[src/design/cldf_pkg.sv]
// cldf_pkg: shared types, codes and header constants for the
// content-length message deframer; no dependencies
`default_nettype none

package cldf_pkg;

    // one stream request as it arrives
    typedef struct packed {
        logic [7:0] byte_in;
        logic       end_of_input;
    } t_cldf_in;

    // one result request
    typedef struct packed {
        logic [7:0] body_byte;
        logic       body_valid;
        logic       message_end;
        logic [2:0] status;
    } t_cldf_out;

    // byte after classification by the front end
    typedef struct packed {
        logic [7:0] data;
        logic       eoi;
        logic       is_cr;
        logic       is_lf;
        logic       is_blank;
        logic       is_sign;
        logic       is_minus;
        logic       is_digit;
        logic [3:0] digit;
    } t_cldf_item;

    // result status codes
    typedef enum logic [2:0] {
        ST_OK            = 3'd0,
        ST_EOF_HEADER    = 3'd1,
        ST_UNKNOWN_FIELD = 3'd2,
        ST_NO_LENGTH     = 3'd3,
        ST_EOF_BODY      = 3'd4
    } t_status;

    // framing phase
    typedef enum logic {
        PH_HEADER = 1'b0,
        PH_BODY   = 1'b1
    } t_phase;

    // length number parser
    typedef enum logic [1:0] {
        NUM_BLANK  = 2'd0,
        NUM_SIGNED = 2'd1,
        NUM_DIGITS = 2'd2,
        NUM_DONE   = 2'd3
    } t_num_stage;

    // character codes
    localparam logic [7:0] CHR_CR    = 8'h0D;
    localparam logic [7:0] CHR_LF    = 8'h0A;
    localparam logic [7:0] CHR_SPACE = 8'h20;
    localparam logic [7:0] CHR_TAB   = 8'h09;
    localparam logic [7:0] CHR_PLUS  = 8'h2B;
    localparam logic [7:0] CHR_MINUS = 8'h2D;
    localparam logic [7:0] CHR_ZERO  = 8'h30;
    localparam logic [7:0] CHR_NINE  = 8'h39;

    // header line prefix sizes and line position ceiling
    localparam logic [4:0] LEN_PREFIX_SIZE  = 5'd16;
    localparam logic [4:0] TYPE_PREFIX_SIZE = 5'd14;
    localparam logic [4:0] POS_LIMIT        = 5'd17;

    // queue between front and back
    localparam int QUEUE_DEPTH = 2;

    // "Content-Length: "
    function automatic logic [7:0] len_prefix_char(input logic [3:0] idx);
        logic [7:0] c;
        unique case (idx)
            4'd0:    c = "C";
            4'd1:    c = "o";
            4'd2:    c = "n";
            4'd3:    c = "t";
            4'd4:    c = "e";
            4'd5:    c = "n";
            4'd6:    c = "t";
            4'd7:    c = "-";
            4'd8:    c = "L";
            4'd9:    c = "e";
            4'd10:   c = "n";
            4'd11:   c = "g";
            4'd12:   c = "t";
            4'd13:   c = "h";
            4'd14:   c = ":";
            default: c = " ";
        endcase
        return c;
    endfunction

    // "Content-Type: "
    function automatic logic [7:0] type_prefix_char(input logic [3:0] idx);
        logic [7:0] c;
        unique case (idx)
            4'd0:    c = "C";
            4'd1:    c = "o";
            4'd2:    c = "n";
            4'd3:    c = "t";
            4'd4:    c = "e";
            4'd5:    c = "n";
            4'd6:    c = "t";
            4'd7:    c = "-";
            4'd8:    c = "T";
            4'd9:    c = "y";
            4'd10:   c = "p";
            4'd11:   c = "e";
            4'd12:   c = ":";
            4'd13:   c = " ";
            default: c = 8'h00;
        endcase
        return c;
    endfunction

endpackage

`default_nettype wire

[src/design/cldf_front.sv]
// cldf_front: accepts stream requests and classifies each byte
// depends on cldf_pkg
`default_nettype none

module cldf_front
    import cldf_pkg::*;
(
    input  wire logic       i_in_valid,
    output logic            o_in_stall,
    input  wire t_cldf_in   i_in_data,
    input  wire logic       i_q_full,
    output logic            o_push,
    output t_cldf_item      o_item
);

    // accept whenever the queue has room
    assign o_in_stall = i_q_full;
    assign o_push     = i_in_valid && !i_q_full;

    // byte classification
    always_comb begin
        o_item          = '0;
        o_item.data     = i_in_data.byte_in;
        o_item.eoi      = i_in_data.end_of_input;
        o_item.is_cr    = (i_in_data.byte_in == CHR_CR);
        o_item.is_lf    = (i_in_data.byte_in == CHR_LF);
        o_item.is_blank = (i_in_data.byte_in == CHR_SPACE) || (i_in_data.byte_in == CHR_TAB);
        o_item.is_minus = (i_in_data.byte_in == CHR_MINUS);
        o_item.is_sign  = (i_in_data.byte_in == CHR_PLUS) || o_item.is_minus;
        o_item.is_digit = (i_in_data.byte_in >= CHR_ZERO) && (i_in_data.byte_in <= CHR_NINE);
        o_item.digit    = i_in_data.byte_in[3:0];
    end

endmodule

`default_nettype wire

[src/design/cldf_queue.sv]
// cldf_queue: two-entry queue of classified bytes between front and back
// depends on cldf_pkg
`default_nettype none

module cldf_queue
    import cldf_pkg::*;
(
    input  wire logic       i_clk,
    input  wire logic       i_rst_n,
    input  wire logic       i_push,
    input  wire t_cldf_item i_item,
    output logic            o_full,
    input  wire logic       i_pop,
    output logic            o_valid,
    output t_cldf_item      o_item
);

    localparam int PtrW = (QUEUE_DEPTH > 1) ? $clog2(QUEUE_DEPTH) : 1;
    localparam int CntW = $clog2(QUEUE_DEPTH + 1);

    t_cldf_item            r_mem [QUEUE_DEPTH];
    logic [PtrW-1:0]       r_wr_ptr;
    logic [PtrW-1:0]       r_rd_ptr;
    logic [CntW-1:0]       r_count;

    assign o_full  = (r_count == CntW'(QUEUE_DEPTH));
    assign o_valid = (r_count != '0);
    assign o_item  = r_mem[r_rd_ptr];

    // entry storage
    always_ff @(posedge i_clk) begin
        if (i_push) begin
            r_mem[r_wr_ptr] <= i_item;
        end
    end

    // pointers and fill count
    always_ff @(posedge i_clk) begin
        if (!i_rst_n) begin
            r_wr_ptr <= '0;
            r_rd_ptr <= '0;
            r_count  <= '0;
        end else begin
            if (i_push) begin
                r_wr_ptr <= (r_wr_ptr == PtrW'(QUEUE_DEPTH - 1)) ? '0 : r_wr_ptr + 1'b1;
            end
            if (i_pop) begin
                r_rd_ptr <= (r_rd_ptr == PtrW'(QUEUE_DEPTH - 1)) ? '0 : r_rd_ptr + 1'b1;
            end
            case ({i_push, i_pop})
                2'b10:   r_count <= r_count + 1'b1;
                2'b01:   r_count <= r_count - 1'b1;
                default: r_count <= r_count;
            endcase
        end
    end

endmodule

`default_nettype wire

[src/design/cldf_back.sv]
// cldf_back: header parser, body counter and output register
// depends on cldf_pkg
`default_nettype none

module cldf_back
    import cldf_pkg::*;
#(
    parameter int LENGTH_BITS = 24
) (
    input  wire logic       i_clk,
    input  wire logic       i_rst_n,
    input  wire logic       i_q_valid,
    input  wire t_cldf_item i_item,
    output logic            o_pop,
    output logic            o_out_valid,
    input  wire logic       i_out_stall,
    output t_cldf_out       o_out_data
);

    localparam int WideW = LENGTH_BITS + 4;

    t_phase                 r_phase, n_phase;
    logic                   r_cr_seen, n_cr_seen;
    logic [4:0]             r_pos, n_pos;
    logic                   r_lmatch, n_lmatch;
    logic                   r_tmatch, n_tmatch;
    logic                   r_len_seen, n_len_seen;
    t_num_stage             r_stage, n_stage;
    logic                   r_neg, n_neg;
    logic [LENGTH_BITS-1:0] r_len_val, n_len_val;
    logic [LENGTH_BITS-1:0] r_rem, n_rem;
    logic                   r_out_valid;
    t_cldf_out              r_out_data;

    logic                   out_free;
    logic                   emit;
    t_cldf_out              res;
    logic                   start_ln;
    logic                   start_msg;
    logic                   enter_body;
    logic [WideW-1:0]       scaled;
    logic [LENGTH_BITS-1:0] acc_next;

    assign out_free    = !r_out_valid || !i_out_stall;
    assign o_pop       = i_q_valid && out_free;
    assign o_out_valid = r_out_valid;
    assign o_out_data  = r_out_data;

    // accumulator times ten plus digit, saturating
    always_comb begin
        scaled = (WideW'(r_rem) << 3) + (WideW'(r_rem) << 1) + WideW'(i_item.digit);
        if (|scaled[WideW-1:LENGTH_BITS]) begin
            acc_next = '1;
        end else begin
            acc_next = scaled[LENGTH_BITS-1:0];
        end
    end

    // framing state machine
    always_comb begin
        n_phase    = r_phase;
        n_cr_seen  = r_cr_seen;
        n_pos      = r_pos;
        n_lmatch   = r_lmatch;
        n_tmatch   = r_tmatch;
        n_len_seen = r_len_seen;
        n_stage    = r_stage;
        n_neg      = r_neg;
        n_len_val  = r_len_val;
        n_rem      = r_rem;
        emit       = 1'b0;
        res        = '0;
        start_ln   = 1'b0;
        start_msg  = 1'b0;
        enter_body = 1'b0;

        if (o_pop) begin
            unique case (r_phase)
                PH_BODY: begin
                    if (i_item.eoi) begin
                        emit            = 1'b1;
                        res.message_end = 1'b1;
                        res.status      = ST_EOF_BODY;
                        start_msg       = 1'b1;
                    end else begin
                        emit            = 1'b1;
                        res.body_byte   = i_item.data;
                        res.body_valid  = 1'b1;
                        res.message_end = (r_rem <= LENGTH_BITS'(1));
                        res.status      = ST_OK;
                        if (r_rem <= LENGTH_BITS'(1)) begin
                            start_msg = 1'b1;
                        end else begin
                            n_rem = r_rem - LENGTH_BITS'(1);
                        end
                    end
                end
                default: begin
                    if (i_item.eoi) begin
                        emit            = 1'b1;
                        res.message_end = 1'b1;
                        res.status      = ST_EOF_HEADER;
                        start_msg       = 1'b1;
                    end else if (!r_cr_seen && i_item.is_cr) begin
                        // first cr of the line is dropped
                        n_cr_seen = 1'b1;
                    end else if (!(r_cr_seen && i_item.is_lf)) begin
                        // ordinary line byte: prefix match and number parse
                        if (r_pos < LEN_PREFIX_SIZE) begin
                            if (i_item.data != len_prefix_char(r_pos[3:0])) begin
                                n_lmatch = 1'b0;
                            end
                        end else if (r_lmatch) begin
                            unique case (r_stage)
                                NUM_BLANK: begin
                                    if (i_item.is_blank) begin
                                        n_stage = NUM_BLANK;
                                    end else if (i_item.is_sign) begin
                                        n_neg   = i_item.is_minus;
                                        n_stage = NUM_SIGNED;
                                    end else if (i_item.is_digit) begin
                                        n_rem   = acc_next;
                                        n_stage = NUM_DIGITS;
                                    end else begin
                                        n_stage = NUM_DONE;
                                    end
                                end
                                NUM_SIGNED, NUM_DIGITS: begin
                                    if (i_item.is_digit) begin
                                        n_rem   = acc_next;
                                        n_stage = NUM_DIGITS;
                                    end else begin
                                        n_stage = NUM_DONE;
                                    end
                                end
                                default: begin
                                    n_stage = r_stage;
                                end
                            endcase
                        end
                        if ((r_pos < TYPE_PREFIX_SIZE)
                            && (i_item.data != type_prefix_char(r_pos[3:0]))) begin
                            n_tmatch = 1'b0;
                        end
                        if (r_pos < POS_LIMIT) begin
                            n_pos = r_pos + 5'd1;
                        end
                    end else if (r_pos == '0) begin
                        // empty line closes the header
                        if (!r_len_seen) begin
                            emit            = 1'b1;
                            res.message_end = 1'b1;
                            res.status      = ST_NO_LENGTH;
                            start_msg       = 1'b1;
                        end else if (r_len_val == '0) begin
                            emit            = 1'b1;
                            res.message_end = 1'b1;
                            res.status      = ST_OK;
                            start_msg       = 1'b1;
                        end else begin
                            start_msg  = 1'b1;
                            enter_body = 1'b1;
                        end
                    end else if (r_lmatch && (r_pos >= LEN_PREFIX_SIZE)) begin
                        // length line: negative gives zero
                        n_len_val  = r_neg ? '0 : r_rem;
                        n_len_seen = 1'b1;
                        start_ln   = 1'b1;
                    end else if (r_tmatch && (r_pos >= TYPE_PREFIX_SIZE)) begin
                        start_ln = 1'b1;
                    end else begin
                        emit            = 1'b1;
                        res.message_end = 1'b1;
                        res.status      = ST_UNKNOWN_FIELD;
                        start_msg       = 1'b1;
                    end
                end
            endcase
        end

        // new message clears the header summary
        if (start_msg) begin
            n_phase    = PH_HEADER;
            n_len_seen = 1'b0;
            n_len_val  = '0;
        end
        // new line clears line state
        if (start_msg || start_ln) begin
            n_cr_seen = 1'b0;
            n_pos     = '0;
            n_lmatch  = 1'b1;
            n_tmatch  = 1'b1;
            n_stage   = NUM_BLANK;
            n_neg     = 1'b0;
            n_rem     = '0;
        end
        // body countdown loads the committed length
        if (enter_body) begin
            n_phase = PH_BODY;
            n_rem   = r_len_val;
        end
    end

    // state registers
    always_ff @(posedge i_clk) begin
        if (!i_rst_n) begin
            r_phase    <= PH_HEADER;
            r_cr_seen  <= 1'b0;
            r_pos      <= '0;
            r_lmatch   <= 1'b1;
            r_tmatch   <= 1'b1;
            r_len_seen <= 1'b0;
            r_stage    <= NUM_BLANK;
            r_neg      <= 1'b0;
            r_len_val  <= '0;
            r_rem      <= '0;
        end else begin
            r_phase    <= n_phase;
            r_cr_seen  <= n_cr_seen;
            r_pos      <= n_pos;
            r_lmatch   <= n_lmatch;
            r_tmatch   <= n_tmatch;
            r_len_seen <= n_len_seen;
            r_stage    <= n_stage;
            r_neg      <= n_neg;
            r_len_val  <= n_len_val;
            r_rem      <= n_rem;
        end
    end

    // output register
    always_ff @(posedge i_clk) begin
        if (!i_rst_n) begin
            r_out_valid <= 1'b0;
        end else if (out_free) begin
            r_out_valid <= o_pop && emit;
        end
    end

    always_ff @(posedge i_clk) begin
        if (o_pop && emit) begin
            r_out_data <= res;
        end
    end

endmodule

`default_nettype wire

[src/design/content_length_message_deframer_unit.sv]
// content_length_message_deframer_unit: top level of the deframer
// depends on cldf_pkg, cldf_front, cldf_queue, cldf_back
`default_nettype none

// Splits a byte stream into header lines and message bodies framed by a
// "Content-Length: " header. One input byte is taken per clock cycle when
// the output side keeps up; a request enters a two-entry queue on acceptance
// and, once popped, its result, if any, is registered in the output register.
// Header bytes give no result; body bytes give one each, the last marked with
// message_end. Errors and empty messages give a single result with body_valid
// low. The length count is LENGTH_BITS wide and saturates at its top value;
// the per-byte decimal accumulate is the longest path.
module content_length_message_deframer_unit
    import cldf_pkg::*;
#(
    parameter int LENGTH_BITS = 24
) (
    input  wire logic     i_clk,
    input  wire logic     i_rst_n,
    input  wire logic     i_in_valid,
    output logic          o_in_stall,
    input  wire t_cldf_in i_in_data,
    output logic          o_out_valid,
    input  wire logic     i_out_stall,
    output t_cldf_out     o_out_data
);

    logic       q_full;
    logic       push;
    t_cldf_item front_item;
    logic       pop;
    logic       q_valid;
    t_cldf_item q_item;

    cldf_front u_front (
        .i_in_valid (i_in_valid),
        .o_in_stall (o_in_stall),
        .i_in_data  (i_in_data),
        .i_q_full   (q_full),
        .o_push     (push),
        .o_item     (front_item)
    );

    cldf_queue u_queue (
        .i_clk   (i_clk),
        .i_rst_n (i_rst_n),
        .i_push  (push),
        .i_item  (front_item),
        .o_full  (q_full),
        .i_pop   (pop),
        .o_valid (q_valid),
        .o_item  (q_item)
    );

    cldf_back #(
        .LENGTH_BITS (LENGTH_BITS)
    ) u_back (
        .i_clk       (i_clk),
        .i_rst_n     (i_rst_n),
        .i_q_valid   (q_valid),
        .i_item      (q_item),
        .o_pop       (pop),
        .o_out_valid (o_out_valid),
        .i_out_stall (i_out_stall),
        .o_out_data  (o_out_data)
    );

endmodule

`default_nettype wire
[config.mk]
export PLATFORM = sky130hd
export DESIGN_NAME = content_length_message_deframer_unit
export DESIGN_NICKNAME = d
export VERILOG_FILES = /design/src/design/cldf_pkg.sv /design/src/design/cldf_front.sv /design/src/design/cldf_queue.sv /design/src/design/cldf_back.sv /design/src/design/content_length_message_deframer_unit.sv
export SDC_FILE = /design/constraint.sdc
export NUM_CORES = 1
export LEC_CHECK = 0
export BUFFER_PORTS_ARGS = -buffer_cell sky130_fd_sc_hd__buf_2
export CAP_MARGIN = 20
export CORE_UTILIZATION = 40
export DETAILED_ROUTE_END_ITERATION = 7
export GPL_TIMING_DRIVEN = 0
export PLACE_DENSITY = 0.66
export SLEW_MARGIN = 0
export SYNTH_ARGS = -nofsm -noshare
export SYNTH_HDL_FRONTEND = slang
export SYNTH_HIERARCHICAL = 1
export SYNTH_SLANG_ARGS = --single-unit
[constraint.sdc]
create_clock -name i_clk -period 3.5 [get_ports i_clk]
set_input_delay 0.525 -clock i_clk [delete_from_list [all_inputs] [get_ports i_clk]]
set_output_delay 0.525 -clock i_clk [all_outputs]
set_load 0.05 [all_outputs]
==> reports/metrics.cfg, run 1 <==
[grt]
grt_antenna_before_repair=0
first_global_vias=6905
grt.total_usage=0.2163
grt_pass1_wl_mm=36.45
grt_max_degree=20
grt-ovfl-total=0

[place]
routabilityCongestion=0.8926
numPortBuffers=26
dpl.hpwl_mm=15.87
post-place-ws_ns=-0.6800

[cts]
tritoncts=built
cts_htree_levels=4
clk_pin_slew_worst_paths_ns=0.06
cts_buffer_depth=2
cts_made_buffers=17
cts-root-buf=clkbuf_16
cts.sinks=131
clock_latency_ns=0.43

[yosys]
synth-main-ff-cell=dfxtp_1
synth_nets=973
ys_warn_count=6
synthArstFlopShare=0
synth_edf_count=51
synth_seq_cells=131
ys_types=76
ys_seq_area_frac=0.3798
netlist_area_um2=8249
syn_inst=898
avgSynthCellArea_um2=9.186

[floorplan]
core_area_um2=20230
die_w_um=145.6
row_count=52
ioPinCount=28
dieArea_um2=21200
initial_core_util=0.4077
chipHeight_um=145.6

[status]
status=finished with violations
violations=setup timing

[sta]
setup_viol=24
post-route-period-util=1.059
setup_ws_ns=-0.2058
timing.fmax_ghz=0.2698
max_slew.worst_pin.slew_ns=1.091
maxSlewViolCount=0
skew_ns=0.009043
finalCriticalPeriod_ns=3.706
holdWs_ns=0.2844
slew_headroom=0.2690
rsz0062_at_grt=yes
hold_viol_final=0

[critical_path]
crit_path_end_kind=register
cp.depth=15
critPathBufInv=4
critical_path.endpoint=u_back/r_rem[8]
slowest_delay_ns=0.52
r2r_end=u_back/r_rem[8]
crit_path_start_kind=register
reg2reg_depth=15
worstPathRequired_ns=3.84
cp_top_family=compound AO/OA/AOI/OAI gates
timing_worst_setup_path_type=reg -> reg
cp_common_cell=buf_6
cpMaxStageDelayCell=fa_1
cp_cell_sequence=mux2_4 -> fa_1 -> buf_4 -> fa_2 -> a211oi_2 -> o211ai_1 -> a21oi_2 -> buf_6 -> o21ai_2 -> a32o_2 -> o211ai_4 -> buf_12 -> nor2_4 -> buf_6 -> a211oi_1
rrSetupSlack_ns=-0.21
arrival_ns=4.05
path_max_fanout=5

[power]
sw_frac_of_total=0.4261
pwr-share-clk=0.222
pwr-share-comb=0.511
seq_power_share=0.267
total_power_mw=8.345
power.leakage_nw=3.882
ir_drop_v=0.0004199
p_int_mw=4.789
powerDensity_nw_per_um2=838.0
p_sw_mw=3.556

[cells_and_area]
layout_commonest_cell=a21oi_1
n_antenna_cell=0
drive_gt1_frac=0.2008
fillers=1865
fin_util=0.4921
layout.nets=1044
syn2layout_area_growth_pct=20.72
layout_common_cells=a21oi_1, dfxtp_1, nand2_1

[flow_run]
drv_cap=0

[drt]
routed-via-count=7257
avgViaCountPerCell=5.801
ant_nets=0
drtPass1Iterations=5
drtIter0Drc=572
wl_per_cell_um=18.16
drc=0
routed_wl_mm=22.72

[hold_path]
min_path_type=in -> reg

through the flow:
step | setup TNS [ns] | std cells | instance area, um^2
finish | -3.781 | 1251 | 9958
global route | -7.120 | 1251 | 9958
CTS | -5.649 | 1242 | 9769
detailed placement | -15.79 | 1195 | 8751
global placement | -15.59 | 1194 | 8730
floorplan | 0 | 898 | 8262
synthesized netlist by cell type, types with 4 or more instances:
library cell  count  area share
a211o_1           6      0.0064
a211oi_1         10      0.0091
a21o_1            7      0.0064
a21oi_1         110       0.067
a22o_1            4      0.0042
a31oi_1          18       0.014
a41oi_1           7      0.0074
and2_1           18       0.014
and3_1           10      0.0076
buf_2            12      0.0073
buf_4            16       0.015
clkbuf_1         29       0.013
dfxtp_1          80        0.19
edfxtp_1         51        0.19
ha_1             60       0.091
inv_1            17      0.0077
mux2_2           20       0.027
mux2i_1           4      0.0049
nand2_1          59       0.027
nand2b_1          4      0.0030
nand3_1          12      0.0073
nand4_1           9      0.0068
nor2_1           62       0.028
nor2b_1           5      0.0038
nor3_1           20       0.012
nor3b_1          24       0.022
nor4_1           13      0.0099
o211ai_1         14       0.013
o21a_1            6      0.0055
o21ai_0          37       0.022
o21ai_1          11      0.0067
o21bai_1          4      0.0036
o221ai_1          4      0.0042
o31ai_1          11       0.010
or3_1             8      0.0061
xnor2_1          36       0.038
xor2_1           20       0.021
layer usage:
layer	GRT usage	share of wire
met5	0	0
met3	0.02821	0.060
met4	0.08474	0.024
met1	0.2924	0.45
met2	0.3512	0.47
power groups by stage:
stage	logic [mW]	clock network [mW]	registers [mW]
floorplan	2.60	0	2.27
global placement	3.52	0	2.23
detailed placement	3.54	0	2.23
CTS	4.01	1.88	2.20
global route	4.62	1.95	2.25
finish	4.27	1.85	2.22
worst min path at each step:
| stage | start | to | slack, ns | cells past startpoint |
|---|---|---|---|---|
| 2_1_floorplan | u_back/r_len_seen | u_back/r_len_seen | 0.43 | 2 |
| 3_3_place_gp | u_back/r_len_seen | u_back/r_len_seen | 0.45 | 2 |
| 3_5_place_dp | u_back/r_tmatch | u_back/r_tmatch | 0.46 | 2 |
| 4_1_cts | i_in_data[0] | u_queue/r_mem[1][10] | 0.27 | 1 |
| 5_1_grt | i_in_data[0] | u_queue/r_mem[1][10] | 0.27 | 1 |
| 6_report | i_in_data[0] | u_queue/r_mem[0][10] | 0.28 | 1 |
area by class of cell:
cell class                 count  area [um^2]  share of cell area
inverter                      20        75.07            0.007539
multi-input combinational    687         5061              0.5082
clock buffer                  18        439.2             0.04410
tap                          270        337.8             0.03392
clock inverter                13        173.9             0.01746
buffer                        58        320.3             0.03216
sequential                   131         3139              0.3152
timing repair buffer          54        411.6             0.04134
timing repair:
item / 4_1_cts / 5_1_grt
hold buffers: 0 / 0
cloned: 2 / 1
setup buffers: 15 / 10
setup endpoints to repair: 37 / 29
pin swaps: 23 / 24
resized for setup: 51 / 26
logic make-up after synthesis:
logic type / share of synthesized area
muxes: 0.03216
adders and majority gates: 0.09586
buffers and inverters: 0.04550
and+or+nand+nor: 0.1740
AOI/OAI and AO/OA: 0.2113
xor gates and xnor gates: 0.06143
DFF: 0.3798
(Power assumes the default switching activity.)
==> run 2: changes to the inputs <==
--- a/config.mk
+++ b/config.mk
@@ -5,14 +5,16 @@
 export SDC_FILE = /design/constraint.sdc
 export NUM_CORES = 1
 export LEC_CHECK = 0
-export BUFFER_PORTS_ARGS = -buffer_cell sky130_fd_sc_hd__buf_2
 export CAP_MARGIN = 20
 export CORE_UTILIZATION = 40
+export CTS_CLUSTER_SIZE = 20
 export DETAILED_ROUTE_END_ITERATION = 7
+export DONT_BUFFER_PORTS = 1
 export GPL_TIMING_DRIVEN = 0
-export PLACE_DENSITY = 0.66
+export PLACE_DENSITY = 0.64
 export SLEW_MARGIN = 0
 export SYNTH_ARGS = -nofsm -noshare
 export SYNTH_HDL_FRONTEND = slang
 export SYNTH_HIERARCHICAL = 1
 export SYNTH_SLANG_ARGS = --single-unit
+export TNS_END_PERCENT = 1
==> run 2 against run 1 <==
Net effect:
- the flow still finishes with violations (setup timing)
- first-iteration DRC count grew 29%
- sequential share of layout area grew 1.2 points
- worst setup slack lost 0.021 ns
- via count shrank 2.7%
- critical endpoint is now u_back/r_rem[17]
- highest routed layer unchanged
==> reports/metrics.cfg, run 2 (synthesized netlist as in run 1, its figures left out) <==
[floorplan]
chipHeight_um=145.6
dieArea_um2=21200
ioPinCount=28
core_area_um2=20230
row_count=52
initial_core_util=0.4077
die_w_um=145.6

[sta]
slew_headroom=0.2877
fin_tns_setup_ns=-4.037
timing.fmax_ghz=0.2684
hold_viol_final=0
finalCriticalPeriod_ns=3.726
setup_ws_ns=-0.2265
holdWs_ns=0.2158
post-route-period-util=1.065
setup_viol=26
max_slew.worst_pin.slew_ns=1.063
skew_ns=0.009743
rsz0062_at_grt=yes
maxSlewViolCount=0

[power]
power.leakage_nw=3.647
sw_frac_of_total=0.4390
total_power_mw=7.932
seq_power_share=0.300
p_sw_mw=3.482
powerDensity_nw_per_um2=829.3
p_int_mw=4.450
pwr-share-clk=0.214
pwr-share-comb=0.486
ir_drop_v=0.0004255

[cts]
cts-root-buf=clkbuf_16
clock_latency_ns=0.43
clk_pin_slew_worst_paths_ns=0.06
cts_buffer_depth=2
cts_made_buffers=17
cts_hold_buf=0
cts.sinks=131
cts_htree_levels=4
tritoncts=built

[grt]
grt_pass1_wl_mm=35.58
grt-ovfl-total=0
grt_antenna_before_repair=0
grt.total_usage=0.2143
grt_max_degree=20
first_global_vias=6575

[place]
placed_cell_area_um2=8628
post-place-ws_ns=-0.6746
numPortBuffers=0
routabilityCongestion=0.9020
dpl.hpwl_mm=15.89

[drt]
wl_per_cell_um=18.23
routed_wl_mm=22.11
routed-via-count=7063
ant_nets=0
drtPass1Iterations=5
avgViaCountPerCell=5.823
drc=0
drtIter0Drc=736

[cells_and_area]
layout_commonest_cell=a21oi_1
layout.nets=1005
n_antenna_cell=0
syn2layout_area_growth_pct=15.94
drive_gt1_frac=0.1559
layout_common_cells=a21oi_1, dfxtp_1, nand2_1, nor2_1, ha_1
final_cell_area_um2=9564

[critical_path]
cp_cell_sequence=buf_6 -> mux2_4 -> fa_2 -> ha_4 -> a211oi_2 -> o211ai_1 -> a211o_1 -> a31oi_2 -> xor2_1 -> o211ai_4 -> buf_12 -> o31ai_4 -> a21oi_1
arrival_ns=4.03
crit_path_start_kind=register
crit_path_end_kind=register
slowest_delay_ns=0.61
timing_worst_setup_path_type=reg -> reg
cpMaxStageDelayCell=fa_2
worstPathRequired_ns=3.81
path_max_fanout=10

[flow_run]
drv_cap=0

[status]
status=finished with violations
violations=setup timing

[hold_path]
min_path_type=in -> reg

[run 2: changes by cell type in the layout (fill, tap and decap cells not counted), moves of 3 or more]
cell       previous run  this run
inv_8                 1         5
buf_4                35        24
buf_2                33         9
bufinv_16             3         0
[run 2: per-layer routing]
layer	routed length, um	share of wire	GRT usage	vias to the layer above
met3	1452	0.066	0.03918	33
met1	10180	0.46	0.2999	3364
li1	-	-	-	3397
met5	0	0	0	-
met2	10070	0.46	0.3286	269
met4	416	0.019	0.08105	0
[run 2: cell type report]
cell class | count | area (um^2)
Timing Repair Buffer | 13 | 116.4
Multi-Input combinational cell | 687 | 5005
Clock buffer | 17 | 425.4
Buffer | 60 | 335.3
Fill cell | 1881 | 10670
Clock inverter | 15 | 135.1
Tap cell | 270 | 337.8
Sequential cell | 131 | 3134
Inverter | 20 | 75.07
[run 2: worst max-delay path, delay by kind of cell (launching register included)]
family / cells / cell delay, ns
fa+ha+maj: 2 / 0.83
compound gates: 7 / 1.51
flops: 1 / 0.32
xor+xnor: 1 / 0.27
buf+inv: 2 / 0.33
mux: 1 / 0.34
[run 2: repair_timing]
| action | 4_1_cts | 5_1_grt |
|---|---|---|
| resized for setup | 44 | 12 |
| cloned | 1 | 0 |
| setup buffers | 8 | 2 |
| endpoints found under the setup margin | 37 | 34 |
| pin swaps | 32 | 7 |
[run 2: final timing paths]
| path | endpoint | cells after the start | slack (ns) | startpoint |
|---|---|---|---|---|
| worst max-delay path | u_back/r_rem[17] | 13 | -0.23 | register |
| worst min-delay path | u_queue/r_wr_ptr | 1 | 0.22 | i_rst_n |
| worst max register to register | u_back/r_rem[17] | 13 | -0.23 | register |
| worst min register to register | u_back/r_tmatch | 2 | 0.46 | u_back/r_tmatch |
[run 2: per-stage QoR]
| step | instances | utilization |
|---|---|---|
| 6_report | 1213 | 0.4727 |
| 5_1_grt | 1213 | 0.4727 |
| 4_1_cts | 1211 | 0.4678 |
| 3_5_place_dp | 1170 | 0.4264 |
| 3_3_place_gp | 1168 | 0.4250 |
| 2_1_floorplan | 898 | - |
[run 2: power by group through the flow]
stage                     clock, mW  combinational [mW]  sequential, mW
after floorplan                   0                2.60            2.27
after global placement            0                3.32            2.39
after detailed placement          0                3.33            2.39
after CTS                      1.72                3.72            2.36
after global routing           1.79                4.22            2.41
final                          1.70                3.86            2.38
